<file path="src/rtl/pzv_pkg.sv">
// Shared definitions for the pan/zoom viewport block.
// Holds event codes, register indexes, controller/datapath structs and width helpers.
// No dependencies.
package pzv_pkg;

    localparam int SCALE_W         = 24;
    localparam int KIND_W          = 3;
    localparam int DEF_FRAC_BITS   = 16;
    localparam int DEF_COORD_WIDTH = 48;

    // event kinds
    localparam logic [KIND_W-1:0] K_DRAG_BEGIN = 3'd0;
    localparam logic [KIND_W-1:0] K_DRAG_MOVE  = 3'd1;
    localparam logic [KIND_W-1:0] K_DRAG_END   = 3'd2;
    localparam logic [KIND_W-1:0] K_PAN        = 3'd3;
    localparam logic [KIND_W-1:0] K_ZOOM       = 3'd4;
    localparam logic [KIND_W-1:0] K_SET_SCALE  = 3'd5;
    localparam logic [KIND_W-1:0] K_TO_SCREEN  = 3'd6;
    localparam logic [KIND_W-1:0] K_TO_CANVAS  = 3'd7;

    // configuration register indexes
    localparam logic CFG_ZOOM_MIN = 1'b0;
    localparam logic CFG_ZOOM_MAX = 1'b1;

    typedef struct packed {
        logic load_in;
        logic load_prod;
        logic load_ns;
        logic start;
        logic save_t;
        logic write_res;
        logic commit;
        logic axis;
        logic phase;
    } t_cmd;

    typedef struct packed {
        logic [KIND_W-1:0] kind;
        logic              drag;
        logic              scale_diff;
        logic              arith_done;
        logic              out_free;
    } t_stat;

    // signed width of the mul/div unit result
    function automatic int pzv_res_w(input int cw, input int fb);
        int nb;
        int mw;
        nb = cw + 1 + fb;
        mw = cw + 1 + SCALE_W - fb;
        return ((nb > mw) ? nb : mw) + 1;
    endfunction

endpackage

</file>
<file path="src/rtl/pzv_arith.sv">
// Iterative signed multiply/divide by the scale, one bit per cycle.
// Divide: (a << FRAC_BITS) / s; multiply: (a * s) >> FRAC_BITS; both truncate toward zero.
// Depends on pzv_pkg.
module pzv_arith import pzv_pkg::*; #(
    parameter int COORD_WIDTH = DEF_COORD_WIDTH,
    parameter int FRAC_BITS   = DEF_FRAC_BITS,
    localparam int RW = pzv_res_w(COORD_WIDTH, FRAC_BITS)
) (
    input  logic                      i_clk,
    input  logic                      i_rst_n,
    input  logic                      i_start,
    input  logic                      i_mul,
    input  logic signed [COORD_WIDTH:0] i_a,
    input  logic [SCALE_W-1:0]        i_s,
    output logic                      o_done,
    output logic signed [RW-1:0]      o_res
);

    localparam int MAGW  = COORD_WIDTH + 1;
    localparam int NB    = MAGW + FRAC_BITS;
    localparam int MW    = MAGW + SCALE_W;
    localparam int CNT_W = $clog2(NB);

    logic                r_busy;
    logic                r_done;
    logic [CNT_W-1:0]    r_cnt;
    logic                r_mul;
    logic                r_neg;
    logic [SCALE_W-1:0]  r_s;
    logic [SCALE_W-1:0]  r_rem;
    logic [NB-1:0]       r_dq;
    logic [MW-1:0]       r_acc;
    logic [MW-1:0]       r_mcand;
    logic [SCALE_W-1:0]  r_mplier;

    logic signed [COORD_WIDTH+1:0] a_ext;
    logic [COORD_WIDTH+1:0]        a_abs;
    logic [MAGW-1:0]               mag;
    logic [SCALE_W:0]              rem_sh;
    logic [SCALE_W:0]              rem_sub;
    logic                          ge;
    logic [RW-1:0]                 mag_res;

    assign a_ext   = {i_a[COORD_WIDTH], i_a};
    assign a_abs   = i_a[COORD_WIDTH] ? $unsigned(-a_ext) : $unsigned(a_ext);
    assign mag     = a_abs[MAGW-1:0];
    assign rem_sh  = {r_rem, r_dq[NB-1]};
    assign rem_sub = rem_sh - {1'b0, r_s};
    assign ge      = (rem_sh >= {1'b0, r_s});

    always_ff @(posedge i_clk) begin
        if (!i_rst_n) begin
            r_busy <= 1'b0;
            r_done <= 1'b0;
            r_cnt  <= '0;
        end else begin
            r_done <= 1'b0;
            if (i_start) begin
                r_busy <= 1'b1;
                r_cnt  <= i_mul ? CNT_W'(SCALE_W - 1) : CNT_W'(NB - 1);
            end else if (r_busy) begin
                if (r_cnt == '0) begin
                    r_busy <= 1'b0;
                    r_done <= 1'b1;
                end else begin
                    r_cnt <= r_cnt - 1'b1;
                end
            end
        end
    end

    always_ff @(posedge i_clk) begin
        if (i_start) begin
            r_mul    <= i_mul;
            r_neg    <= i_a[COORD_WIDTH];
            r_s      <= (i_s == '0) ? SCALE_W'(1) : i_s;
            r_rem    <= '0;
            r_dq     <= {mag, {FRAC_BITS{1'b0}}};
            r_acc    <= '0;
            r_mcand  <= MW'(mag);
            r_mplier <= i_s;
        end else if (r_busy) begin
            if (r_mul) begin
                r_acc    <= r_acc + (r_mplier[0] ? r_mcand : '0);
                r_mcand  <= {r_mcand[MW-2:0], 1'b0};
                r_mplier <= {1'b0, r_mplier[SCALE_W-1:1]};
            end else begin
                r_rem <= ge ? rem_sub[SCALE_W-1:0] : rem_sh[SCALE_W-1:0];
                r_dq  <= {r_dq[NB-2:0], ge};
            end
        end
    end

    assign mag_res = r_mul ? RW'(r_acc >> FRAC_BITS) : RW'(r_dq);
    assign o_res   = r_neg ? -$signed(mag_res) : $signed(mag_res);
    assign o_done  = r_done;

endmodule

</file>
<file path="src/rtl/pzv_dp.sv">
// Datapath: viewport state, limit registers, operand selection, result register.
// Instantiates pzv_arith; driven by pzv_ctrl through t_cmd. Depends on pzv_pkg.
module pzv_dp import pzv_pkg::*; #(
    parameter int COORD_WIDTH = DEF_COORD_WIDTH,
    parameter int FRAC_BITS   = DEF_FRAC_BITS
) (
    input  logic                   i_clk,
    input  logic                   i_rst_n,
    input  t_cmd                   i_cmd,
    output t_stat                  o_stat,
    input  logic                   i_cfg_valid,
    input  logic                   i_cfg_index,
    input  logic [SCALE_W-1:0]     i_cfg_data,
    input  logic [KIND_W-1:0]      i_kind,
    input  logic [COORD_WIDTH-1:0] i_x,
    input  logic [COORD_WIDTH-1:0] i_y,
    input  logic [SCALE_W-1:0]     i_amt,
    input  logic                   i_out_ready,
    output logic                   o_out_valid,
    output logic [COORD_WIDTH-1:0] o_out_x,
    output logic [COORD_WIDTH-1:0] o_out_y,
    output logic [COORD_WIDTH-1:0] o_org_x,
    output logic [COORD_WIDTH-1:0] o_org_y,
    output logic [SCALE_W-1:0]     o_zoom,
    output logic                   o_drag,
    output logic                   o_moved
);

    localparam int CW = COORD_WIDTH;
    localparam int RW = pzv_res_w(COORD_WIDTH, FRAC_BITS);
    localparam int SW = RW + 2;
    localparam int PW = 2 * SCALE_W;
    localparam logic [63:0] ONE   = 64'd1 << FRAC_BITS;
    localparam logic [63:0] SMASK = (64'd1 << SCALE_W) - 64'd1;
    localparam logic [SCALE_W-1:0] SC_RST   = SCALE_W'((ONE > SMASK) ? SMASK : ONE);
    localparam logic [SCALE_W-1:0] ZMIN_RST = SCALE_W'((ONE + 64'd5) / 64'd10);
    localparam logic [SCALE_W-1:0] ZMAX_RST = SCALE_W'(((ONE << 2) > SMASK) ? SMASK : (ONE << 2));

    logic [SCALE_W-1:0] r_zmin, r_zmax, r_scale;
    logic [CW-1:0]      r_vx, r_vy, r_gcx, r_gcy, r_gvx, r_gvy;
    logic               r_drag;
    logic               r_pvld;
    logic               r_ovalid;

    logic [KIND_W-1:0]  r_kind;
    logic [CW-1:0]      r_x, r_y, r_pvx, r_pvy, r_ox, r_oy;
    logic [SCALE_W-1:0] r_amt, r_ns;
    logic [PW-1:0]      r_prod;
    logic signed [SW-1:0] r_t;
    logic [CW-1:0]      r_o_x, r_o_y, r_o_vx, r_o_vy;
    logic [SCALE_W-1:0] r_o_zoom;
    logic               r_o_drag, r_o_moved;

    logic [CW-1:0]         pt, vw, gc, gv;
    logic signed [CW:0]    a_op;
    logic                  ar_done;
    logic signed [RW-1:0]  ar_res;
    logic signed [SW-1:0]  q_s, vw_s, gv_s, expr, t_sum;
    logic [CW-1:0]         res_sat;
    logic [PW-1:0]         zreq;
    logic [SCALE_W-1:0]    zcl, ns_val;
    logic                  is_scale_kind, scale_upd;
    logic [CW-1:0]         nvx, nvy;
    logic [SCALE_W-1:0]    nsc;
    logic                  out_free;

    function automatic logic [CW-1:0] sat(input logic signed [SW-1:0] v);
        logic fits;
        fits = (&v[SW-1:CW-1]) | ~(|v[SW-1:CW-1]);
        if (fits) begin
            return v[CW-1:0];
        end else if (v[SW-1]) begin
            return {1'b1, {(CW-1){1'b0}}};
        end else begin
            return {1'b0, {(CW-1){1'b1}}};
        end
    endfunction

    assign pt = i_cmd.axis ? r_y : r_x;
    assign vw = i_cmd.axis ? r_vy : r_vx;
    assign gc = i_cmd.axis ? r_gcy : r_gcx;
    assign gv = i_cmd.axis ? r_gvy : r_gvx;

    always_comb begin
        case (r_kind)
            K_DRAG_MOVE: a_op = $signed({pt[CW-1], pt}) - $signed({gc[CW-1], gc});
            K_TO_SCREEN: a_op = $signed({pt[CW-1], pt}) - $signed({vw[CW-1], vw});
            default:     a_op = $signed({pt[CW-1], pt});
        endcase
    end

    pzv_arith #(
        .COORD_WIDTH (COORD_WIDTH),
        .FRAC_BITS   (FRAC_BITS)
    ) u_arith (
        .i_clk   (i_clk),
        .i_rst_n (i_rst_n),
        .i_start (i_cmd.start),
        .i_mul   (r_kind == K_TO_SCREEN),
        .i_a     (a_op),
        .i_s     (i_cmd.phase ? r_ns : r_scale),
        .o_done  (ar_done),
        .o_res   (ar_res)
    );

    assign q_s   = {{(SW-RW){ar_res[RW-1]}}, ar_res};
    assign vw_s  = {{(SW-CW){vw[CW-1]}}, vw};
    assign gv_s  = {{(SW-CW){gv[CW-1]}}, gv};
    assign t_sum = q_s + vw_s;

    always_comb begin
        case (r_kind)
            K_DRAG_MOVE: expr = gv_s - q_s;
            K_PAN:       expr = vw_s - q_s;
            K_TO_CANVAS: expr = t_sum;
            K_TO_SCREEN: expr = q_s;
            default:     expr = r_t - q_s;
        endcase
    end
    assign res_sat = sat(expr);

    // scale request and clamp: the minimum is tested first and wins if limits cross
    assign zreq = (r_kind == K_ZOOM) ? (r_prod >> FRAC_BITS) : PW'(r_amt);
    always_comb begin
        if (zreq < PW'(r_zmin)) begin
            zcl = r_zmin;
        end else if (zreq > PW'(r_zmax)) begin
            zcl = r_zmax;
        end else begin
            zcl = zreq[SCALE_W-1:0];
        end
        ns_val = (zcl == '0) ? SCALE_W'(1) : zcl;
    end

    assign is_scale_kind = (r_kind == K_ZOOM) || (r_kind == K_SET_SCALE);
    assign scale_upd     = is_scale_kind && (r_ns != r_scale);
    assign nvx           = r_pvld ? r_pvx : r_vx;
    assign nvy           = r_pvld ? r_pvy : r_vy;
    assign nsc           = scale_upd ? r_ns : r_scale;
    assign out_free      = !r_ovalid || i_out_ready;

    always_ff @(posedge i_clk) begin
        if (!i_rst_n) begin
            r_zmin   <= ZMIN_RST;
            r_zmax   <= ZMAX_RST;
            r_scale  <= SC_RST;
            r_vx     <= '0;
            r_vy     <= '0;
            r_gcx    <= '0;
            r_gcy    <= '0;
            r_gvx    <= '0;
            r_gvy    <= '0;
            r_drag   <= 1'b0;
            r_pvld   <= 1'b0;
            r_ovalid <= 1'b0;
        end else begin
            if (i_cfg_valid) begin
                if (i_cfg_index == CFG_ZOOM_MIN) begin
                    r_zmin <= i_cfg_data;
                end else begin
                    r_zmax <= i_cfg_data;
                end
            end
            if (i_cmd.load_in) begin
                r_pvld <= 1'b0;
            end else if (i_cmd.write_res && r_kind != K_TO_SCREEN && r_kind != K_TO_CANVAS) begin
                r_pvld <= 1'b1;
            end
            if (i_cmd.commit) begin
                r_vx     <= nvx;
                r_vy     <= nvy;
                r_scale  <= nsc;
                r_ovalid <= 1'b1;
                if (r_kind == K_DRAG_BEGIN) begin
                    r_drag <= 1'b1;
                    r_gcx  <= r_x;
                    r_gcy  <= r_y;
                    r_gvx  <= r_vx;
                    r_gvy  <= r_vy;
                end else if (r_kind == K_DRAG_END) begin
                    r_drag <= 1'b0;
                end
            end else if (i_out_ready) begin
                r_ovalid <= 1'b0;
            end
        end
    end

    always_ff @(posedge i_clk) begin
        if (i_cmd.load_in) begin
            r_kind <= i_kind;
            r_x    <= i_x;
            r_y    <= i_y;
            r_amt  <= i_amt;
            r_ox   <= '0;
            r_oy   <= '0;
        end
        if (i_cmd.load_prod) begin
            r_prod <= r_scale * r_amt;
        end
        if (i_cmd.load_ns) begin
            r_ns <= ns_val;
        end
        if (i_cmd.save_t) begin
            r_t <= t_sum;
        end
        if (i_cmd.write_res) begin
            if (r_kind == K_TO_SCREEN || r_kind == K_TO_CANVAS) begin
                if (i_cmd.axis) r_oy <= res_sat;
                else            r_ox <= res_sat;
            end else begin
                if (i_cmd.axis) r_pvy <= res_sat;
                else            r_pvx <= res_sat;
            end
        end
        if (i_cmd.commit) begin
            r_o_x     <= r_ox;
            r_o_y     <= r_oy;
            r_o_vx    <= nvx;
            r_o_vy    <= nvy;
            r_o_zoom  <= nsc;
            r_o_drag  <= (r_kind == K_DRAG_BEGIN) ? 1'b1 :
                         (r_kind == K_DRAG_END)   ? 1'b0 : r_drag;
            r_o_moved <= (nvx != r_vx) || (nvy != r_vy) || (nsc != r_scale);
        end
    end

    assign o_stat.kind       = r_kind;
    assign o_stat.drag       = r_drag;
    assign o_stat.scale_diff = (r_ns != r_scale);
    assign o_stat.arith_done = ar_done;
    assign o_stat.out_free   = out_free;

    assign o_out_valid = r_ovalid;
    assign o_out_x     = r_o_x;
    assign o_out_y     = r_o_y;
    assign o_org_x     = r_o_vx;
    assign o_org_y     = r_o_vy;
    assign o_zoom      = r_o_zoom;
    assign o_drag      = r_o_drag;
    assign o_moved     = r_o_moved;

endmodule

</file>
<file path="config.mk">
export PLATFORM = sky130hd
export DESIGN_NAME = pzv_dp
export DESIGN_NICKNAME = d
export VERILOG_FILES = /design/src/rtl/pzv_pkg.sv /design/src/rtl/pzv_arith.sv /design/src/rtl/pzv_dp.sv
export SDC_FILE = /design/constraint.sdc
export NUM_CORES = 2
export LEC_CHECK = 0
export BUFFER_PORTS_ARGS = -buffer_cell sky130_fd_sc_hd__buf_2
export CAP_MARGIN = 20
export CORE_UTILIZATION = 59
export CTS_BUF_LIST = sky130_fd_sc_hd__clkbuf_2
export DETAILED_ROUTE_END_ITERATION = 6
export MAX_ROUTING_LAYER = met4
export PLACE_DENSITY_LB_ADDON = 0.3
export SLEW_MARGIN = 40
export SYNTH_ARGS = -nofsm -noshare
export SYNTH_HDL_FRONTEND = slang
export SYNTH_SLANG_ARGS = --single-unit
</file>
<file path="constraint.sdc">
create_clock -name i_clk -period 12.6 [get_ports i_clk]
set_clock_uncertainty 0.1 [all_clocks]
set_input_delay 1.26 -clock i_clk [delete_from_list [all_inputs] [get_ports i_clk]]
set_output_delay 1.26 -clock i_clk [all_outputs]
set_load 0.02 [all_outputs]
</file>
* Word level (Yosys, flattened, before mapping)
Index checks and enable logic that the tools add are counted.
Word-level totals: bits in registers 1330, bits of input ports 161, output and inout bits 226, logic and storage cells 160
Cells by class: add/sub/neg operators 11, $mul 1, magnitude comparators 3, eq/ne operators 15, multiplexer cells 49, bitwise gates (word level) 8, reductions and logical operators 30
Operators by type and width (count):
- $mux W48 | 16
- $pmux W68 S4 | 1
- $mux W65 | 4
- $mux W49 | 4
- $mux W24 | 8
- $sub A48 B66 Y67 | 2
- $pmux W49 S2 | 1
- $sub A48 B48 Y49 | 2
- $ne A48 B48 Y1 | 2
- $add A73 B73 Y73 | 1
- $mux W73 | 1
- $sub A68 B66 Y68 | 1
- $add A66 B48 Y67 | 1
- $mux W66 | 1
- $neg A66 Y66 | 1
- $neg A49 Y49 | 1
- $logic_not A24 Y1 | 2
- $mul A24 B24 Y48 | 1
- $ne A24 B24 Y1 | 2
- $gt A32 B24 Y1 | 1
- $lt A32 B24 Y1 | 1
- $mux W32 | 1
- $mux W7 | 4
- $ge A25 B24 Y1 | 1
- 22 further kinds | 57

* Longest topological paths before layout
depth in word-level cells 12, depth in mapped cells 46

* By module
A second synthesis with hierarchy kept.
Unflattened totals: cells, all modules 12041, area, all modules 105199.6 µm²
By module, submodules not included:
- pzv_dp | times used 1, cells an instance 9513, area each 84446.0 µm²
- pzv_arith | times used 1, cells an instance 2528, area each 20753.7 µm²

* Worst setup path after synthesis
OpenSTA, ideal clock, no wires.
kind input to register, start point in i_cmd[1] (netlist bit), end point reg r_pvx[34], data pin, setup time 0.263 ns, arrival 10.390 ns, required time 12.237 ns, slack 1.847 ns, stages on the path 36, buffers on the path 16, cell sequence clkbuf_1 buf_2 buf_2 buf_1 clkbuf_1 buf_1 clkbuf_1 buf_1 clkbuf_1 clkbuf_1 buf_2 buf_2 buf_1 nand2_1 o21ai_0 ha_1 clkbuf_1 o21ai_0 o31ai_1 o211ai_1 and3_1 o41ai_1 nor3b_1 a21oi_1 o32a_1 a21oi_1 a31oi_1 xor2_1 a21bo_2 o32ai_1 or4_1 o22ai_1 buf_4 buf_6 mux2i_1 inv_1
Between the ends: word-level cells in the longest chain between the ends 7
Ends and longest elaborated chain:
- start, declared | line pzv_dp.sv:9 | input t_cmd i_cmd,
- $mux W48 (*) | line pzv_dp.sv:80 | assign vw = i_cmd.axis ? r_vy : r_vx;
- $add A66 B48 Y67 (*) | line pzv_dp.sv:109 | assign t_sum = q_s + vw_s;
- via t_sum[65] | line pzv_dp.sv:58 | logic signed [SW-1:0] q_s, vw_s, gv_s, expr, t_sum;
- $pmux W68 S4 (*) | line pzv_dp.sv:112 | case (r_kind)
- $reduce_or A21 Y1 | line pzv_dp.sv:69 | fits = (&v[SW-1:CW-1]) | ~(|v[SW-1:CW-1]);
- $not A1 Y1 | line pzv_dp.sv:69
- $or A1 B1 Y1 (*) | line pzv_dp.sv:69
- $mux W48 (*) | line pzv_dp.sv:70 | if (fits) begin
- via res_sat[34] | line pzv_dp.sv:59 | logic [CW-1:0] res_sat;
- end signal, assigned | line pzv_dp.sv:213 | else r_pvx <= res_sat;
- end, declared | line pzv_dp.sv:46 | logic [CW-1:0] r_x, r_y, r_pvx, r_pvy, r_ox, r_oy;
Mark *: on every way through the listed nets, which the timed path passes. The rest lies on a longest branch. A chain may end at the register's enable or synchronous reset.

* Worst setup path after layout
start point reg u_arith.r_mul, end point reg r_oy[0]
Between the ends: word-level cells in the longest chain between the ends 12
Ends and longest elaborated chain:
- start, declared | line pzv_arith.sv:27 | logic r_mul;
- start signal, assigned | line pzv_arith.sv:74 | r_mul <= i_mul;
- $mux W65 (*) | line pzv_arith.sv:94 | assign mag_res = r_mul ? RW'(r_acc >> FRAC_BITS) : RW'(r_dq);
- $neg A66 Y66 | line pzv_arith.sv:95 | assign o_res = r_neg ? -$signed(mag_res) : $signed(mag_res);
- $mux W66 (*) | line pzv_arith.sv:95
- $sub A68 B66 Y68 (tied with other cells) | line pzv_dp.sv:117 | default: expr = r_t - q_s;
- $pmux W68 S4 (*) | line pzv_dp.sv:112
- $reduce_or A21 Y1 | line pzv_dp.sv:69
- $not A1 Y1 | line pzv_dp.sv:69
- $or A1 B1 Y1 | line pzv_dp.sv:69
- $mux W48 (*) | line pzv_dp.sv:70
- $mux W48 (*) | line pzv_dp.sv:209 | if (i_cmd.axis) r_oy <= res_sat;
- $mux W48 (*) | line pzv_dp.sv:208 | if (r_kind == K_TO_SCREEN || r_kind == K_TO_CANVAS) begin
- $mux W48 (*) | line pzv_dp.sv:207 | if (i_cmd.write_res) begin
- end signal, assigned | line pzv_dp.sv:209
- end, declared | line pzv_dp.sv:46
Every way passes the cells marked *; elsewhere a longest branch is shown, timed or not.

==> results.py <==
metrics = {
    "run_status": {
        "status": "complete, but fails checks",
        "failed_checks": "design-rule violations",
    },
    "power_and_ir_drop": {
        "clockPowerShare": 0.159,
        "p_leak_nw": 49.2,
        "power_density_nw_per_um2": 169,
        "combPwrFrac": 0.548,
        "cell_internal_pwr_mw": 10.2,
        "switchingPower_mw": 9.09,
        "switching_share": 0.471,
        "ir_drop_uv": 429,
        "seq_power_share": 0.292,
    },
    "worst_setup_path": {
        "worst-r2r-cell-count": 33,
        "critPathKind": "reg -> reg",
        "cp.required_ns": 14.30,
        "critPathMaxStageDelay_ns": 0.78,
        "r2r-start": "u_arith.r_mul",
        "cp_data_arrival_time_ns": 12.25,
        "cp-startpoint": "u_arith.r_mul",
        "crit_path_frequent_cell": "o21ai_0",
        "critPathCaptureType": "flop",
        "r2r_end": "r_oy[0]",
        "slowest_stage": "or2_2",
        "cp-start-kind": "flop",
        "r2r_slack_ns": 2.06,
        "crit_fanout": 169,
        "cp-endpoint": "r_oy[0]",
    },
    "sta": {
        "setup_slack_ns": 2.06,
        "setup_viol": 0,
        "relSlewSlack": 0.0917,
        "rsz0062_at_grt": "no",
        "period_minus_slack_ns": 10.55,
        "fmaxAchievable_ghz": 0.0948,
        "final_max_slew_viol_count": 0,
        "hold_violations": 0,
        "tns_ns": 0,
        "finalCritPeriodShare": 0.837,
        "worstMarginPinSlew_ns": 1.36,
        "hold_ws_ns": 0.160,
    },
    "clocking": {
        "cts_sinks": 1313,
        "postCtsSetupBuffers": 0,
        "cts-root-buf": "clkbuf_2",
        "clk_path_buf_depth": 4,
        "cts-resized-gates": 0,
        "insertion_delay_ns": 2.04,
        "htree_num_levels": 5,
        "clk_pin_slew_ns": 0.13,
        "numCtsBuffers": 348,
        "cts_tree": "yes",
        "cts_hold_buf": 289,
    },
    "drt": {
        "first_pass_iters": 7,
        "antenna_left": 0,
        "remaining_drc_errors": 39,
        "vias_per_cell": 6.51,
        "vias": 97800,
        "drt_iter0_drc": 12700,
        "routed_wl_mm": 413,
        "wl_per_cell_um": 27.5,
    },
    "logic_synthesis": {
        "synth_top_area_frac": 0.205,
        "syn_avg_cell_area_um2": 8.75,
        "synthXorXnorAreaFrac": 0.0442,
        "synth_seq_area_share": 0.322,
        "post-synth-top-count-cell": "nand2_1",
        "synthAdderAreaFrac": 0.167,
        "synth.area.top_cells": "edfxtp_1, dfxtp_1, fa_1, ha_1, nand2_1",
        "syn_area_um2": 104000,
        "synth_top_family_by_area": "simple AND/OR/NAND/NOR gates",
        "synthFlopType": "edfxtp_1",
        "yosysTopAreaCell": "edfxtp_1",
        "async_flop_share": 0,
        "muxShareOfSynthArea": 0.0508,
        "synth_compound_area_frac": 0.173,
        "synth_cell_type_count": 121,
        "synth_top_cells_by_count": "nand2_1, inv_1, nor2_1",
        "synth_edf_count": 708,
        "synthSimpleGateAreaFrac": 0.179,
        "yosysWarningCount": 0,
        "netlist_instances": 11900,
        "syn_nets": 13100,
        "ys_seq_elements": 1313,
    },
    "place": {
        "place_area_um2": 108000,
        "port_buffers": 386,
        "dp_hpwl_mm": 307,
        "place_ws_ns": 2.47,
        "place.gp.congestion": 1.09,
    },
    "floorplanning": {
        "initial_core_util": 0.596,
        "die_area_um2": 178000,
        "die_height_um": 421,
        "fp.dieW_um": 421,
        "coreArea_um2": 174000,
        "rows": 153,
        "io_pins": 387,
    },
    "worst_hold_path": {
        "hold_class": "in -> reg",
    },
    "grt": {
        "grt_max_degree": 181,
        "grt_pass1_vias": 94100,
        "overflow": 0,
        "antenna_found_initial": 27,
        "grt_usage": 0.466,
        "grt_pass1_wl_mm": 602,
    },
    "flow_run": {
        "drv_cap": 0,
    },
    "layout": {
        "drive_above_1_share": 0.123,
        "final_nets": 13600,
        "area_delta_synth_final_pct": 9.80,
        "stdcell_area_um2": 114000,
    },
}
-- power by group through the flow --
| stage | Combinational, mW | Sequential [mW] | Clock [mW] |
|---|---|---|---|
| 2_1_floorplan | 6.85 | 5.59 | 0 |
| 3_3_place_gp | 9.86 | 5.70 | 0 |
| 3_5_place_dp | 10.1 | 5.70 | 0 |
| 4_1_cts | 10.3 | 5.61 | 3.03 |
| 5_1_grt | 11.4 | 5.66 | 3.28 |
| 6_report | 10.6 | 5.64 | 3.08 |
-- metrics by stage --
stage           util  total power [mW]  cells
6_report       0.654              19.3  15000
5_1_grt        0.654              20.3  15000
4_1_cts        0.653              18.9  15000
3_5_place_dp   0.619              15.8  14100
3_3_place_gp   0.617              15.6  14100
2_1_floorplan      -              12.4  11900
-- area by class of cell --
cell class	instances	area, µm²
multi-input cells	8826	64100
clock buffers	524	2620
fillers	14000	60300
inverters	1040	3910
diodes	29	72.6
clock inverters	88	390
flip-flops and latches	1313	33400
well taps	2325	2910
repair buffers	866	6530
-- registers in the layout (all words and copies together) (netlist names), 65 cells and up --
signal	count
u_arith.r_dq	65
u_arith.r_mcand	73
u_arith.r_acc	73
r_t	67
-- worst min-delay path by stage --
stage | startpoint | to | cells past startpoint
after floorplan | r_ox[38] | o_out_x[38] | 0
after global placement | r_ox[46] | o_out_x[46] | 0
after detailed placement | r_oy[30] | o_out_y[30] | 0
after CTS | i_cfg_data[1] | r_zmin[1] | 4
after global routing | i_x[2] | r_x[2] | 2
final | i_cfg_data[1] | r_zmin[1] | 4
-- worst max-delay path, delay by kind of cell, from the launching register on --
family	cells	cell delay (ns)
and+or+nand+nor	11	3.37
AOI/OAI and AO/OA	11	3.11
buffers and inverters	6	1.73
adders and majority gates	2	0.96
DFF	1	0.42
muxes	1	0.32
xor gates and xnor gates	2	0.31
-- per-layer routing --
metal	GRT usage	wire length (µm)	up-vias
met4	0.353	38200	0
li1	-	-	42600
met5	-	0	-
met3	0.119	47300	1710
met1	0.541	147000	46800
met2	0.694	181000	6653
-- cells in the final DEF (no fill, tap or decap), types with 70 or more instances in the layout --
cell / synthesis / routed
and3_1: 71 / 70
ha_1: 594 / 594
mux2i_1: 256 / 244
nand3_1: 226 / 224
nand4_1: 118 / 118
a21o_1: 247 / 247
nand2b_1: 99 / 99
edfxtp_1: 708 / 708
a21boi_0: 267 / 267
o21a_1: 73 / 73
nor3_1: 188 / 187
o21ai_0: 493 / 482
nand2_1: 1726 / 1722
nor2_1: 775 / 763
dlygate4sd3_1: 0 / 288
o22ai_1: 73 / 70
buf_4: 12 / 160
xnor2_1: 329 / 327
dfxtp_1: 605 / 591
nor3b_1: 124 / 124
o21ai_1: 95 / 103
nor4_1: 79 / 78
a211oi_1: 74 / 73
and2_1: 302 / 300
mux2_2: 238 / 238
inv_1: 1030 / 1027
buf_2: 49 / 382
clkbuf_2: 0 / 524
xor2_1: 168 / 167
a21oi_1: 686 / 682
a31oi_1: 79 / 77
o211ai_1: 84 / 84
fa_1: 488 / 488
-- logic make-up (layout without fill, tap and decap cells) --
family                   count (synthesis)  in the layout
buffers and inverters                 1719           2518
AND/OR/NAND/NOR                       3988           3988
other                                    0             29
flip-flops                            1313           1313
AO/OA/AOI/OAI                         2743           2743
XOR/XNOR                               508            508
adder cells (fa/ha/maj)               1091           1091
multiplexers                           496            496
No activity file was read; power rests on OpenSTA's default activity.
