[src/rtl/pzv_pkg.sv]
// Shared definitions for the pan/zoom viewport block.
// Holds event codes, register indexes, controller/datapath structs and width helpers.
// No dependencies.
package pzv_pkg;

    localparam int SCALE_W         = 24;
    localparam int KIND_W          = 3;
    localparam int DEF_FRAC_BITS   = 16;
    localparam int DEF_COORD_WIDTH = 48;

    // event kinds
    localparam logic [KIND_W-1:0] K_DRAG_BEGIN = 3'd0;
    localparam logic [KIND_W-1:0] K_DRAG_MOVE  = 3'd1;
    localparam logic [KIND_W-1:0] K_DRAG_END   = 3'd2;
    localparam logic [KIND_W-1:0] K_PAN        = 3'd3;
    localparam logic [KIND_W-1:0] K_ZOOM       = 3'd4;
    localparam logic [KIND_W-1:0] K_SET_SCALE  = 3'd5;
    localparam logic [KIND_W-1:0] K_TO_SCREEN  = 3'd6;
    localparam logic [KIND_W-1:0] K_TO_CANVAS  = 3'd7;

    // configuration register indexes
    localparam logic CFG_ZOOM_MIN = 1'b0;
    localparam logic CFG_ZOOM_MAX = 1'b1;

    typedef struct packed {
        logic load_in;
        logic load_prod;
        logic load_ns;
        logic start;
        logic save_t;
        logic write_res;
        logic commit;
        logic axis;
        logic phase;
    } t_cmd;

    typedef struct packed {
        logic [KIND_W-1:0] kind;
        logic              drag;
        logic              scale_diff;
        logic              arith_done;
        logic              out_free;
    } t_stat;

    // signed width of the mul/div unit result
    function automatic int pzv_res_w(input int cw, input int fb);
        int nb;
        int mw;
        nb = cw + 1 + fb;
        mw = cw + 1 + SCALE_W - fb;
        return ((nb > mw) ? nb : mw) + 1;
    endfunction

endpackage

[src/rtl/pzv_ctrl.sv]
// Controller: sequences one event through scale clamp, per-axis mul/div and commit.
// Drives pzv_dp through t_cmd and reads t_stat. Depends on pzv_pkg.
module pzv_ctrl import pzv_pkg::*; (
    input  logic  i_clk,
    input  logic  i_rst_n,
    input  logic  i_in_valid,
    output logic  o_in_ready,
    input  t_stat i_stat,
    output t_cmd  o_cmd
);

    localparam logic [2:0] S_IDLE   = 3'd0;
    localparam logic [2:0] S_PROD   = 3'd1;
    localparam logic [2:0] S_CLAMP  = 3'd2;
    localparam logic [2:0] S_DISP   = 3'd3;
    localparam logic [2:0] S_START  = 3'd4;
    localparam logic [2:0] S_WAIT   = 3'd5;
    localparam logic [2:0] S_COMMIT = 3'd6;

    logic [2:0] r_state, n_state;
    logic       r_axis, n_axis;
    logic       r_phase, n_phase;
    logic       scale_kind;
    logic       need_arith;

    assign scale_kind = (i_stat.kind == K_ZOOM) || (i_stat.kind == K_SET_SCALE);
    assign need_arith = (i_stat.kind == K_DRAG_MOVE && i_stat.drag) ||
                        (i_stat.kind == K_PAN) || (i_stat.kind == K_TO_SCREEN) ||
                        (i_stat.kind == K_TO_CANVAS) || (scale_kind && i_stat.scale_diff);

    assign o_in_ready = (r_state == S_IDLE);

    always_comb begin
        n_state = r_state;
        n_axis  = r_axis;
        n_phase = r_phase;
        o_cmd   = '0;
        o_cmd.axis  = r_axis;
        o_cmd.phase = r_phase;
        case (r_state)
            S_IDLE: begin
                if (i_in_valid) begin
                    o_cmd.load_in = 1'b1;
                    n_state = S_PROD;
                end
            end
            S_PROD: begin
                o_cmd.load_prod = 1'b1;
                n_state = S_CLAMP;
            end
            S_CLAMP: begin
                o_cmd.load_ns = 1'b1;
                n_state = S_DISP;
            end
            S_DISP: begin
                n_axis  = 1'b0;
                n_phase = 1'b0;
                n_state = need_arith ? S_START : S_COMMIT;
            end
            S_START: begin
                o_cmd.start = 1'b1;
                n_state = S_WAIT;
            end
            S_WAIT: begin
                if (i_stat.arith_done) begin
                    if (scale_kind && !r_phase) begin
                        // focus in canvas space under the old scale, then redo with the new one
                        o_cmd.save_t = 1'b1;
                        n_phase = 1'b1;
                        n_state = S_START;
                    end else begin
                        o_cmd.write_res = 1'b1;
                        n_phase = 1'b0;
                        if (!r_axis) begin
                            n_axis  = 1'b1;
                            n_state = S_START;
                        end else begin
                            n_state = S_COMMIT;
                        end
                    end
                end
            end
            S_COMMIT: begin
                if (i_stat.out_free) begin
                    o_cmd.commit = 1'b1;
                    n_state = S_IDLE;
                end
            end
            default: n_state = S_IDLE;
        endcase
    end

    always_ff @(posedge i_clk) begin
        if (!i_rst_n) begin
            r_state <= S_IDLE;
            r_axis  <= 1'b0;
            r_phase <= 1'b0;
        end else begin
            r_state <= n_state;
            r_axis  <= n_axis;
            r_phase <= n_phase;
        end
    end

    a_done_in_wait: assert property (@(posedge i_clk) disable iff (!i_rst_n)
        i_stat.arith_done |-> (r_state == S_WAIT))
        else $error("arith unit finished outside the wait state");

    a_commit_free: assert property (@(posedge i_clk) disable iff (!i_rst_n)
        o_cmd.commit |-> i_stat.out_free)
        else $error("commit while result register still occupied");

    a_commit_idle: assert property (@(posedge i_clk) disable iff (!i_rst_n)
        o_cmd.commit |=> (r_state == S_IDLE))
        else $error("controller did not return to idle after commit");

    a_phase_kind: assert property (@(posedge i_clk) disable iff (!i_rst_n)
        r_phase |-> (i_stat.kind == K_ZOOM || i_stat.kind == K_SET_SCALE))
        else $error("second division phase for a non-scale event");

endmodule

[config.mk]
export PLATFORM = sky130hd
export DESIGN_NAME = pzv_ctrl
export DESIGN_NICKNAME = d
export VERILOG_FILES = /design/src/rtl/pzv_pkg.sv /design/src/rtl/pzv_ctrl.sv
export SDC_FILE = /design/constraint.sdc
export NUM_CORES = 1
export LEC_CHECK = 0
export BUFFER_PORTS_ARGS = -buffer_cell sky130_fd_sc_hd__buf_4
export CAP_MARGIN = 30
export CORE_AREA = 2 2 39 41
export CTS_CLUSTER_SIZE = 28
export DETAILED_ROUTE_END_ITERATION = 10
export DIE_AREA = 0 0 41 43
export GPL_ROUTABILITY_DRIVEN = 0
export PLACE_DENSITY = 0.65
export SLEW_MARGIN = 30
export SYNTH_ARGS = -nofsm -noshare
export SYNTH_HDL_FRONTEND = slang
export SYNTH_SLANG_ARGS = --single-unit
export TNS_END_PERCENT = 1
[constraint.sdc]
create_clock -name i_clk -period 1.6 [get_ports i_clk]
set_input_delay 0.08 -clock i_clk [delete_from_list [all_inputs] [get_ports i_clk]]
set_output_delay 0.08 -clock i_clk [all_outputs]
set_load 0.005 [all_outputs]
**Word-level counts from Yosys, hierarchy flattened**

Index checks and enable logic that the tools add are counted.

- Bits in read-only memories: 0
- Memory bits (writable): 0
- Latch bits: 0
- Input bits: 10
- Memories kept: 0
- Flip-flop bits (word level): 5

- Shift operators: 0
- Add/subtract/negate cells: 0
- Divide/modulo/power cells: 0
- Reductions and logical operators: 14
- Magnitude comparators: 0
- Bitwise operators: 0
- Equal/unequal tests: 16
- Multiply operators: 0
- Multiplexer cells: 23

Operators by type and width:

| operator | count |
|---|---|
| == test 3 bit (second input constant) | 7 |
| one-hot mux 3 bit (7 select lines) | 1 |
| 2-to-1 mux 1 bit | 12 |
| 2-to-1 mux 3 bit | 4 |
| == test 3 x 2 -> 1 bit (second input constant) | 3 |
| 2-to-1 mux 2 bit | 4 |
| inequality test 2 bit (second input constant) | 4 |
| == test 3 x 1 -> 1 bit (second input constant) | 2 |
| AND reduction 3 bit | 2 |
| logical OR 1 bit | 5 |
| one-hot mux 1 bit (2 select lines) | 2 |
| logical AND 1 bit | 3 |
| zero test 3 bit | 1 |
| AND reduction 2 bit | 1 |
| nonzero test 2 bit | 1 |
| zero test 1 bit | 1 |

**Longest topological paths before layout**

Gate-level depths: netlist (run 1).

- Depth after elaboration: 8
- Gate-level depth with buffers: 5
- Depth with buffers taken out: 4

**Worst setup path after synthesis (run 1)**

No wires, ideal clock.

- Path type: register -> register
- Start: reg r_state[1]
- End: reg r_phase
- Library setup time: 115 ps
- Required time: 1,485 ps
- Path slack: 604 ps
- Data arrival time: 881 ps
- Stages on the path, launching flop included: 5
- Path buffers: 1
- Cells stage by stage: dfxtp_1 > buf_4 > mux2i_1 > a21boi_1 > o21a_1

- Word-level cells in the longest chain between the ends: 3
- Elaborated cells between the ends (all ways): 6
- Those cells by class: eq/ne (3); mux (1); reduce/logical (2)

Ends and longest elaborated chain:

| element | line | RTL |
|---|---|---|
| from (decl) | pzv_ctrl.sv:20 | `logic [2:0] r_state, n_state;` |
| from (signal assigned) | pzv_ctrl.sv:99 | `r_state <= n_state;` |
| == test 3 bit / == test 3 x 2 -> 1 bit (equally long branches) | pzv_ctrl.sv:40 | `case (r_state)` |
| inequality test 2 bit (no source line) / nonzero test 2 bit (equally long branches) | -- |  |
| AND reduction 2 bit (no source line) | -- |  |
| to (signal assigned) | pzv_ctrl.sv:101 | `r_phase <= n_phase;` |
| to (decl) | pzv_ctrl.sv:22 | `logic r_phase, n_phase;` |

Several ways; a longest one is shown, not always the timed one.
A chain may end at the register's enable or synchronous reset.

==> qor.txt, run 1 <==
Run status -> finished, final reports clean
Clock Root Buffer -> sky130_fd_sc_hd__clkbuf_4
Overall via count from detail_route -> 405
Synthesized instance count -> 49
Post-layout net count -> 78
Number of buffers inserted to repair setup after CTS -> 0
Endpoint class of the critical path -> primary output
Initial standard-cell utilization of the core -> 29.2%
Global-route usage over all layers -> 11.8%
Die Height -> 43 um
Final antenna diode count -> 0
DRC errors left -> 0
Maximum clock skew at final layout -> 0.000826 ns
Number of warning messages in the yosys log -> 0
Count of final hold-check violations -> 0
Placed wire-length estimate -> 706 um
Pin count of the biggest net entering global routing -> 15
Seq/Total Area, Yosys -> 24.8%
Unrepaired setup endpoints after global routing -> no
Proportion of netlist area held by the largest area contributor -> 24.8%
GRT Residual Overflow -> 0
WS Path Type -> register to primary output
CTS tree -> built
Arrival time at the worst endpoint -> 1.39 ns
Crit path max fanout -> 13
Data required time at the worst endpoint -> 1.52 ns
Worst min path class -> primary input to register
Critical Path Source Type -> register
Synth top cells by count -> 5 x sky130_fd_sc_hd__dfxtp_1, 4 x sky130_fd_sc_hd__buf_4, 3 x sky130_fd_sc_hd__nor2b_1, 3 x sky130_fd_sc_hd__nor3_1, 3 x sky130_fd_sc_hd__o21ai_1
Wire length of the first global-routing pass -> 1.38 mm
Area added between synthesis and finish -> 38.7%
Fmax achieved -> 0.681 GHz
Worst VDD drop -> 0.347 mV
Clk_lat worst skew -> 0.23 ns
Least-Margin Pin Slew -> 0.411 ns
Number of distinct library cell variants in the gate-level netlist after synthesis -> 29
Number of detailed-route iterations in the first pass -> 2
Post-detailed-route count of antenna-violating nets -> 0
Share of flip-flops with an asynchronous set or reset after synthesis -> 0%
Setup violators final -> 0
Fraction of the cycle the final worst path needs -> 91.8%
Vias in the first global route -> 351
Time the final worst path needs with I/O delays and setup -> 1.47 ns
CTS sink count -> 5
Cell types with the largest area share after synthesis -> sky130_fd_sc_hd__dfxtp_1 25%, sky130_fd_sc_hd__buf_4 7.4%, sky130_fd_sc_hd__nor4b_4 5.9%, sky130_fd_sc_hd__nor2b_1 4.6%, sky130_fd_sc_hd__nand4b_1 4.3%
Worst slack at placement -> 0.292 ns
Depth of the worst hold-timing path -> 2
Clock transition time at the flip-flop clock pins of the worst setup and hold paths -> 0.04 ns
Number of synthesized register bits -> 5
Core area -> 1380 um^2
Number of enable-type register cells in the synthesized netlist -> 0
FP Rows -> 14
Number of max-capacitance violations reported -> 0
Number of buffers created by CTS -> 3
Buffer depth of the longest clock path -> 2
Initial antenna violation count -> 0
DRT Wirelength -> 882 um
Area leader, netlist -> sky130_fd_sc_hd__dfxtp_1
Slew margin rel. -> 72.5%
Net count after synthesis -> 59
Via density -> 4.88
Number of levels in the clock H-tree -> 1
Count leader, synth -> sky130_fd_sc_hd__dfxtp_1
Die area -> 1760 um^2
Static leakage -> 0.000253 uW
Cell area after synthesis -> 404 um^2
Power per standard cell area -> 689 nW/um^2
Buffers on Ports -> 19
Share of post-route cells with drive strength above 1 -> 41.8%
I/O pin cnt -> 20
R2R depth -> 4
Horiz. Die Dim -> 41 um
Post-synth top flop -> sky130_fd_sc_hd__dfxtp_1
DR iter-0 viols -> 7
Post-route worst setup slack -> 0.131 ns
Wirelength per Cell -> 10.6 um
Setup Total Neg Slack -> 0 ns
Mean Syn Cell Area -> 8.25 um^2
Max Transition Viols Final -> 0
Final standard cell utilization of the core -> 40.5%
-- layer usage --
metal  wire length [um]  vias up  track usage (%)
met4                 11        0             10.0
li1                   -      214                -
met2                462        4             16.9
met5                  0        -                0
met3                 26        2             1.57
met1                381      185             14.5
-- critical path: stages (launching register included) --
cell and delay [ns]:
sky130_fd_sc_hd__dfxtp_1 0.42, sky130_fd_sc_hd__nand4b_1 0.31, sky130_fd_sc_hd__nor4b_4 0.27, sky130_fd_sc_hd__buf_4 0.15
-- final timing paths --
check / start / to / slack, ns
setup / recovery: r_state[1] / o_cmd[4] / 0.13
hold reg to reg: r_axis / r_axis / 0.54
hold / removal: i_rst_n / r_phase / 0.10
setup reg to reg: r_state[1] / r_state[1] / 0.38
-- cells in the final DEF (no fill, tap or decap), types with 2 or more instances in the layout --
cell                       instances
sky130_fd_sc_hd__nand4b_1          2
sky130_fd_sc_hd__and2_1            2
sky130_fd_sc_hd__nor3_1            3
sky130_fd_sc_hd__and3_1            2
sky130_fd_sc_hd__a21oi_1           2
sky130_fd_sc_hd__clkbuf_4          3
sky130_fd_sc_hd__nor2b_1           3
sky130_fd_sc_hd__o21ai_1           3
sky130_fd_sc_hd__nand2_1           2
sky130_fd_sc_hd__dfxtp_2           2
sky130_fd_sc_hd__a21boi_1          2
sky130_fd_sc_hd__dfxtp_1           3
sky130_fd_sc_hd__buf_4            19
sky130_fd_sc_hd__o22ai_1           2
-- registers in the layout (all words and copies together), names as in the netlist --
name     flops
r_state      3
r_axis       1
r_phase      1
-- per-stage QoR --
stage                     instances  power (uW)  hold WS, ns  instance area [um^2]
final                            83         386        0.101                   561
after global routing             83         413        0.101                   561
after CTS                        83         394       0.0904                   558
after detailed placement         79         247        0.342                   532
after global placement           79         247        0.344                   532
after floorplan                  49         203        0.186                   404
-- cell families after synthesis --
family          count (synthesis)  share of synthesized area (%)
buf+inv                         7                           10.5
xor+xnor                        1                           2.17
flops                           5                           24.8
mux                             1                           2.48
simple gates                   22                           39.9
compound gates                 13                           20.1
-- cell type report --
type                    instances  area (um^2)
clock buffers                   4         26.3
inverters                       2         7.51
fillers                       163          823
multi-input cells              37          262
repair buffers                 19          143
well taps                      16         20.0
flip-flops and latches          5          103
-- report_power, final --
group	total (uW)	internal (uW)	switching, uW	leakage, uW
logic	95.3	59.2	36.1	0.000197
registers	150	132	18.2	0.0000415
clock network	141	94.0	46.8	0.0000150
-- timing repair --
item,CTS,global route
gates resized for setup,0,2
hold buffers,0,0
setup endpoints to repair,0,1
Note: power is estimated with default switching activity, not from simulation.
==> inputs of run 2 (changes only) <==
==> constraint.sdc (replaced) <==
create_clock -name i_clk -period 1.6 [get_ports i_clk]
set_input_delay 0.08 -clock i_clk [delete_from_list [all_inputs] [get_ports i_clk]]
set_output_delay 0.08 -clock i_clk [all_outputs]
set_load 0.01 [all_outputs]
==> qor.txt, run 2 (synthesized netlist as in run 1, its figures left out) <==
Run status -> finished, final reports clean
Die area -> 1760 um^2
Fraction of the cycle the final worst path needs -> 92.7%
Number of max-capacitance violations reported -> 0
Post-layout net count -> 78
Number of levels in the clock H-tree -> 1
Slew margin rel. -> 73.7%
Crit path max fanout -> 13
Fmax achieved -> 0.674 GHz
FP Rows -> 14
Least-Margin Pin Slew -> 0.394 ns
Wire length of the first global-routing pass -> 1.40 mm
Critical Path Source Type -> register
Placed wire-length estimate -> 688 um
Clk_lat worst skew -> 0.24 ns
CP bufs+invs -> 1
Global-route usage over all layers -> 12.1%
Overall via count from detail_route -> 403
Number of buffers created by CTS -> 3
GRT Residual Overflow -> 0
Pin count of the biggest net entering global routing -> 15
Core area -> 1380 um^2
CTS sink count -> 5
Leading cell type in the layout, fill and taps excluded -> sky130_fd_sc_hd__buf_4
Area added between synthesis and finish -> 38.7%
Number of detailed-route iterations in the first pass -> 3
Power per standard cell area -> 700 nW/um^2
Total Power Consumption -> 393 uW
CP max stage cell -> sky130_fd_sc_hd__dfxtp_1
Die Height -> 43 um
Count of final hold-check violations -> 0
Initial antenna violation count -> 0
Post-detailed-route count of antenna-violating nets -> 0
Worst slack at placement -> 0.286 ns
Clock transition time at the flip-flop clock pins of the worst setup and hold paths -> 0.04 ns
Endpoint class of the critical path -> primary output
Biggest regs -> r_state (3), r_axis (1), r_phase (1)
Max Transition Viols Final -> 0
Flip-flop count of the largest register, all copies and words added -> 3
Setup violators final -> 0
Sequential Power Share -> 38.3%
Share of post-route cells with drive strength above 1 -> 41.8%
Share of total power consumed by net switching -> 27.3%
Worst VDD drop -> 0.315 mV
Worst min path class -> primary input to register
Wirelength per Cell -> 10.5 um
Buffer depth of the longest clock path -> 2
DR iter-0 viols -> 3
Net switching power figure -> 107 uW
Largest delay share family, worst path -> simple AND/OR/NAND/NOR gates
WS Path Type -> register to primary output
Gate power share -> 25.8%
Via density -> 4.86
I/O pin cnt -> 20
Initial standard-cell utilization of the core -> 29.2%
Horiz. Die Dim -> 41 um
Buffers on Ports -> 19
Static leakage -> 0.000253 uW
# resized after CTS -> 0
Fraction of power consumed by the clock network -> 35.9%
CTS tree -> built
Quantity of hold-fixing buffers added after cts -> 0
Unrepaired setup endpoints after global routing -> no
Delay contributed by the slowest stage of the critical path -> 0.42 ns
Final antenna diode count -> 0
Maximum clock skew at final layout -> 0.0000524 ns
DRT Wirelength -> 874 um
Chain of cells forming the critical path -> nand4b_1, nor4b_4, buf_4
Time the final worst path needs with I/O delays and setup -> 1.48 ns
Vias in the first global route -> 328
Internal power consumption -> 285 uW
DRC errors left -> 0
Arrival time at the worst endpoint -> 1.40 ns
Top reg by flops -> r_state
Number of buffers inserted to repair setup after CTS -> 0
Setup Total Neg Slack -> 0 ns
Clock Root Buffer -> sky130_fd_sc_hd__clkbuf_4
Post-route worst setup slack -> 0.117 ns
Data required time at the worst endpoint -> 1.52 ns
-- run 2: worst reg2reg max path, cell delays in order (launching register included) --
cell and delay (ns):
sky130_fd_sc_hd__dfxtp_1 0.42, sky130_fd_sc_hd__nand4b_1 0.31, sky130_fd_sc_hd__nor4b_4 0.28, sky130_fd_sc_hd__o21a_1 0.16
-- run 2: routing by layer --
| metal | global-route usage, % | vias to the layer above | routed length, um |
|---|---|---|---|
| li1 | - | 213 | - |
| met1 | 14.5 | 184 | 357 |
| met2 | 16.9 | 4 | 483 |
| met3 | 1.57 | 2 | 21 |
| met4 | 12.0 | 0 | 11 |
| met5 | 0 | - | 0 |
-- run 2: worst paths after layout --
| kind | startpoint | to | slack [ns] | depth (start not counted) |
|---|---|---|---|---|
| setup / recovery | r_state[1] | o_cmd[4] | 0.12 | 3 |
| hold / removal | i_rst_n | r_phase | 0.11 | 2 |
| setup reg to reg | r_state[1] | r_phase | 0.38 | 3 |
| hold reg to reg | r_axis | r_axis | 0.54 | 1 |
-- run 2: cell type report --
type,count,area [um^2]
inverter,2,7.51
tap,16,20.0
sequential,5,103
clock buffer,4,26.3
multi-input combinational,37,262
timing repair buffer,19,143
fill,154,823
-- run 2: through the flow --
step	cells	hold slack (ns)	util [%]	instance area, um^2
global placement	79	0.345	38.4	532
floorplan	49	0.191	-	404
CTS	83	0.101	40.3	558
global route	83	0.113	40.5	561
detailed placement	79	0.355	38.4	532
finish	83	0.109	40.5	561
-- run 2: power by group through the flow --
| stage | combinational (uW) | sequential [uW] | clock (uW) |
|---|---|---|---|
| final | 101 | 150 | 141 |
| after global routing | 112 | 153 | 153 |
| after CTS | 102 | 149 | 151 |
| after detailed placement | 102 | 151 | 0 |
| after global placement | 102 | 151 | 0 |
| after floorplan | 71.2 | 137 | 0 |
==> inputs of run 3 (changes only) <==
--- a/config.mk
+++ b/config.mk
@@ -5,6 +5,7 @@
 export SDC_FILE = /design/constraint.sdc
 export NUM_CORES = 1
 export LEC_CHECK = 0
+export ABC_AREA = 1
 export BUFFER_PORTS_ARGS = -buffer_cell sky130_fd_sc_hd__buf_4
 export CAP_MARGIN = 30
 export CORE_AREA = 2 2 39 41
@@ -12,7 +13,8 @@
 export DETAILED_ROUTE_END_ITERATION = 10
 export DIE_AREA = 0 0 41 43
 export GPL_ROUTABILITY_DRIVEN = 0
-export PLACE_DENSITY = 0.65
+export PLACE_DENSITY = 0.67
+export SETUP_SLACK_MARGIN = 0.4
 export SLEW_MARGIN = 30
 export SYNTH_ARGS = -nofsm -noshare
 export SYNTH_HDL_FRONTEND = slang
==> qor.txt, run 3 <==
Run status -> finished, final reports clean
Gate power share -> 44.7%
Post-detailed-route count of antenna-violating nets -> 0
DRC errors left -> 0
Fraction of the cycle the final worst path needs -> 81.9%
Number of buffers created by CTS -> 3
Number of synthesized register bits -> 5
Flip-flop count of the largest register, all copies and words added -> 3
Area leader, netlist -> sky130_fd_sc_hd__dfxtp_1
Commonest cells after routing, fill and taps aside -> 30 x sky130_fd_sc_hd__buf_4, 11 x sky130_fd_sc_hd__inv_1, 11 x sky130_fd_sc_hd__nand2_1, 9 x sky130_fd_sc_hd__nor2_1, 5 x sky130_fd_sc_hd__nor2_2
FP Rows -> 14
Area added between synthesis and finish -> 71.1%
Static leakage -> 0.000404 uW
Global-route usage over all layers -> 17.1%
Initial antenna violation count -> 0
Number of warning messages in the yosys log -> 0
Max Transition Viols Final -> 0
Capturing element of the worst setup path -> o_cmd[3]
Number of cells in the design after placement -> 103
I/O pin cnt -> 20
Final antenna diode count -> 0
Data required time at the worst endpoint -> 1.52 ns
Unrepaired setup endpoints after global routing -> yes
Number of distinct library cell variants in the gate-level netlist after synthesis -> 19
Die area -> 1760 um^2
CP max stage cell -> sky130_fd_sc_hd__dfxtp_4
Fmax achieved -> 0.763 GHz
Vias in the first global route -> 489
Synth top cells by count -> 12 x sky130_fd_sc_hd__nand2_1, 11 x sky130_fd_sc_hd__inv_1, 10 x sky130_fd_sc_hd__nor2_1, 5 x sky130_fd_sc_hd__dfxtp_1
CTS tree -> built
Overall via count from detail_route -> 574
Maximum clock skew at final layout -> 0.0000913 ns
Number of max-capacitance violations reported -> 0
Internal power consumption -> 359 uW
Buffer depth of the longest clock path -> 2
Share of total power consumed by net switching -> 35.6%
Buffers on Ports -> 19
Mean Syn Cell Area -> 6.03 um^2
Final Non-Filler Cells -> 119
Top reg by flops -> r_state
Reg2Reg Setup Slack -> 0.34 ns
Number of detailed-route iterations in the first pass -> 4
Setup Total Neg Slack -> 0 ns
Arrival time at the worst endpoint -> 1.23 ns
Seq/Total Area, Yosys -> 23.4%
WS Path Type -> register to primary output
Proportion of netlist area held by the largest area contributor -> 23.4%
Sequential Power Share -> 30.1%
Endpoint class of the critical path -> primary output
Count leader, synth -> sky130_fd_sc_hd__nand2_1
Number of levels in the clock H-tree -> 1
Depth of the worst hold-timing path -> 3
Fraction of power consumed by the clock network -> 25.2%
Chain of cells forming the critical path -> inv_6, nand3_4, o21ai_4, nand2_2, nor2_2, buf_4
Post-layout net count -> 114
Setup violators final -> 0
Leading cell type in the layout, fill and taps excluded -> sky130_fd_sc_hd__buf_4
Net count after synthesis -> 81
Worst VDD drop -> 0.422 mV
Placed wire-length estimate -> 822 um
Net switching power figure -> 199 uW
RR Endpoint -> r_axis
Post-synth top flop -> sky130_fd_sc_hd__dfxtp_1
Share of flip-flops with an asynchronous set or reset after synthesis -> 0%
Cell types with the largest area share after synthesis -> sky130_fd_sc_hd__dfxtp_1 23%, sky130_fd_sc_hd__nand2_1 11%, sky130_fd_sc_hd__inv_1 9.6%, sky130_fd_sc_hd__nor2_1 8.8%, sky130_fd_sc_hd__nand3_2 7.0%
Power per standard cell area -> 763 nW/um^2
Core area -> 1380 um^2
Least-Margin Pin Slew -> 0.295 ns
Slew margin rel. -> 80.2%
Clk_lat worst skew -> 0.24 ns
GRT Residual Overflow -> 0
DR iter-0 viols -> 13
Number of enable-type register cells in the synthesized netlist -> 0
Clock Root Buffer -> sky130_fd_sc_hd__clkbuf_4
Cell area after placement -> 568 um^2
Worst slack at placement -> 0.361 ns
Hold Slack -> 0.120 ns
Initial standard-cell utilization of the core -> 30.9%
CTS sink count -> 5
Post-route worst setup slack -> 0.290 ns
Pin count of the biggest net entering global routing -> 11
Wire length of the first global-routing pass -> 2.03 mm
Quantity of hold-fixing buffers added after cts -> 0
DRT Wirelength -> 1.38 mm
R2R depth -> 9
Critical Path Source Type -> register
Time the final worst path needs with I/O delays and setup -> 1.31 ns
Cell area after synthesis -> 428 um^2
Delay contributed by the slowest stage of the critical path -> 0.37 ns
Worst R2R Start -> r_state[1]
Crit path max fanout -> 6
Horiz. Die Dim -> 41 um
Biggest regs -> r_state (3), r_axis (1), r_phase (1)
Count of final hold-check violations -> 0
Wirelength per Cell -> 11.6 um
Clock transition time at the flip-flop clock pins of the worst setup and hold paths -> 0.04 ns
Final design instance area without fill -> 732 um^2
Share of post-route cells with drive strength above 1 -> 52.4%
Synthesized instance count -> 71
Worst min path class -> primary input to register
Via density -> 4.82
Die Height -> 43 um
Worst setup path start -> r_state[1]
[run 3: worst min path at each step]
stage | start | end | slack (ns)
after global placement | i_rst_n | r_phase | 0.36
after global routing | i_rst_n | r_axis | 0.12
after floorplan | i_rst_n | r_phase | 0.21
final | i_rst_n | r_axis | 0.12
after detailed placement | i_rst_n | r_axis | 0.36
after CTS | i_rst_n | r_axis | 0.11
[run 3: power groups by stage]
| stage | Combinational (uW) | Sequential (uW) | Clock [uW] |
|---|---|---|---|
| global route | 274 | 170 | 159 |
| global placement | 176 | 164 | 0 |
| detailed placement | 177 | 164 | 0 |
| floorplan | 129 | 151 | 0 |
| finish | 249 | 168 | 141 |
| CTS | 209 | 167 | 150 |
[run 3: layer usage]
metal | global-route usage, % | up-vias | share of wire, %
met3 | 1.57 | 6 | 3.4
li1 | - | 285 | -
met1 | 18.0 | 264 | 40
met5 | 0 | - | 0
met4 | 14.0 | 0 | 4.7
met2 | 28.1 | 19 | 52
[run 3: per-stage QoR]
| stage | power (uW) | util, % |
|---|---|---|
| finish | 558 | 52.9 |
| global route | 602 | 52.9 |
| CTS | 527 | 48.5 |
| detailed placement | 341 | 41.0 |
| global placement | 340 | 41.0 |
| floorplan | 279 | - |
[run 3: what timing repair did]
item                                    4_1_cts  5_1_grt
buffers inserted                              7        5
pin swaps                                     2        4
gates resized for setup                       9        5
endpoints found under the hold margin         0        0
endpoints found under the setup margin        9        8
[run 3: area by class of cell]
cell class / instances / area [um^2]
inverters: 16 / 67.6
repair buffers: 31 / 236
well taps: 16 / 20.0
flip-flops and latches: 5 / 111
fillers: 136 / 652
clock buffers: 4 / 26.3
multi-input cells: 47 / 270
[run 3: worst max-delay path: cells and delay by family (launching register included)]
family	cells	cell delay, ns
compound gates	1	0.15
buf+inv	2	0.20
flops	1	0.37
simple gates	3	0.26
[run 3: logic make-up (layout without fill, tap and decap cells)]
logic type             after synthesis  in the layout  share of synthesized area (%)
buffers and inverters               19             51                           19.9
and+or+nand+nor                     39             39                           45.6
AOI/OAI and AO/OA                    8              8                           11.1
DFF                                  5              5                           23.4
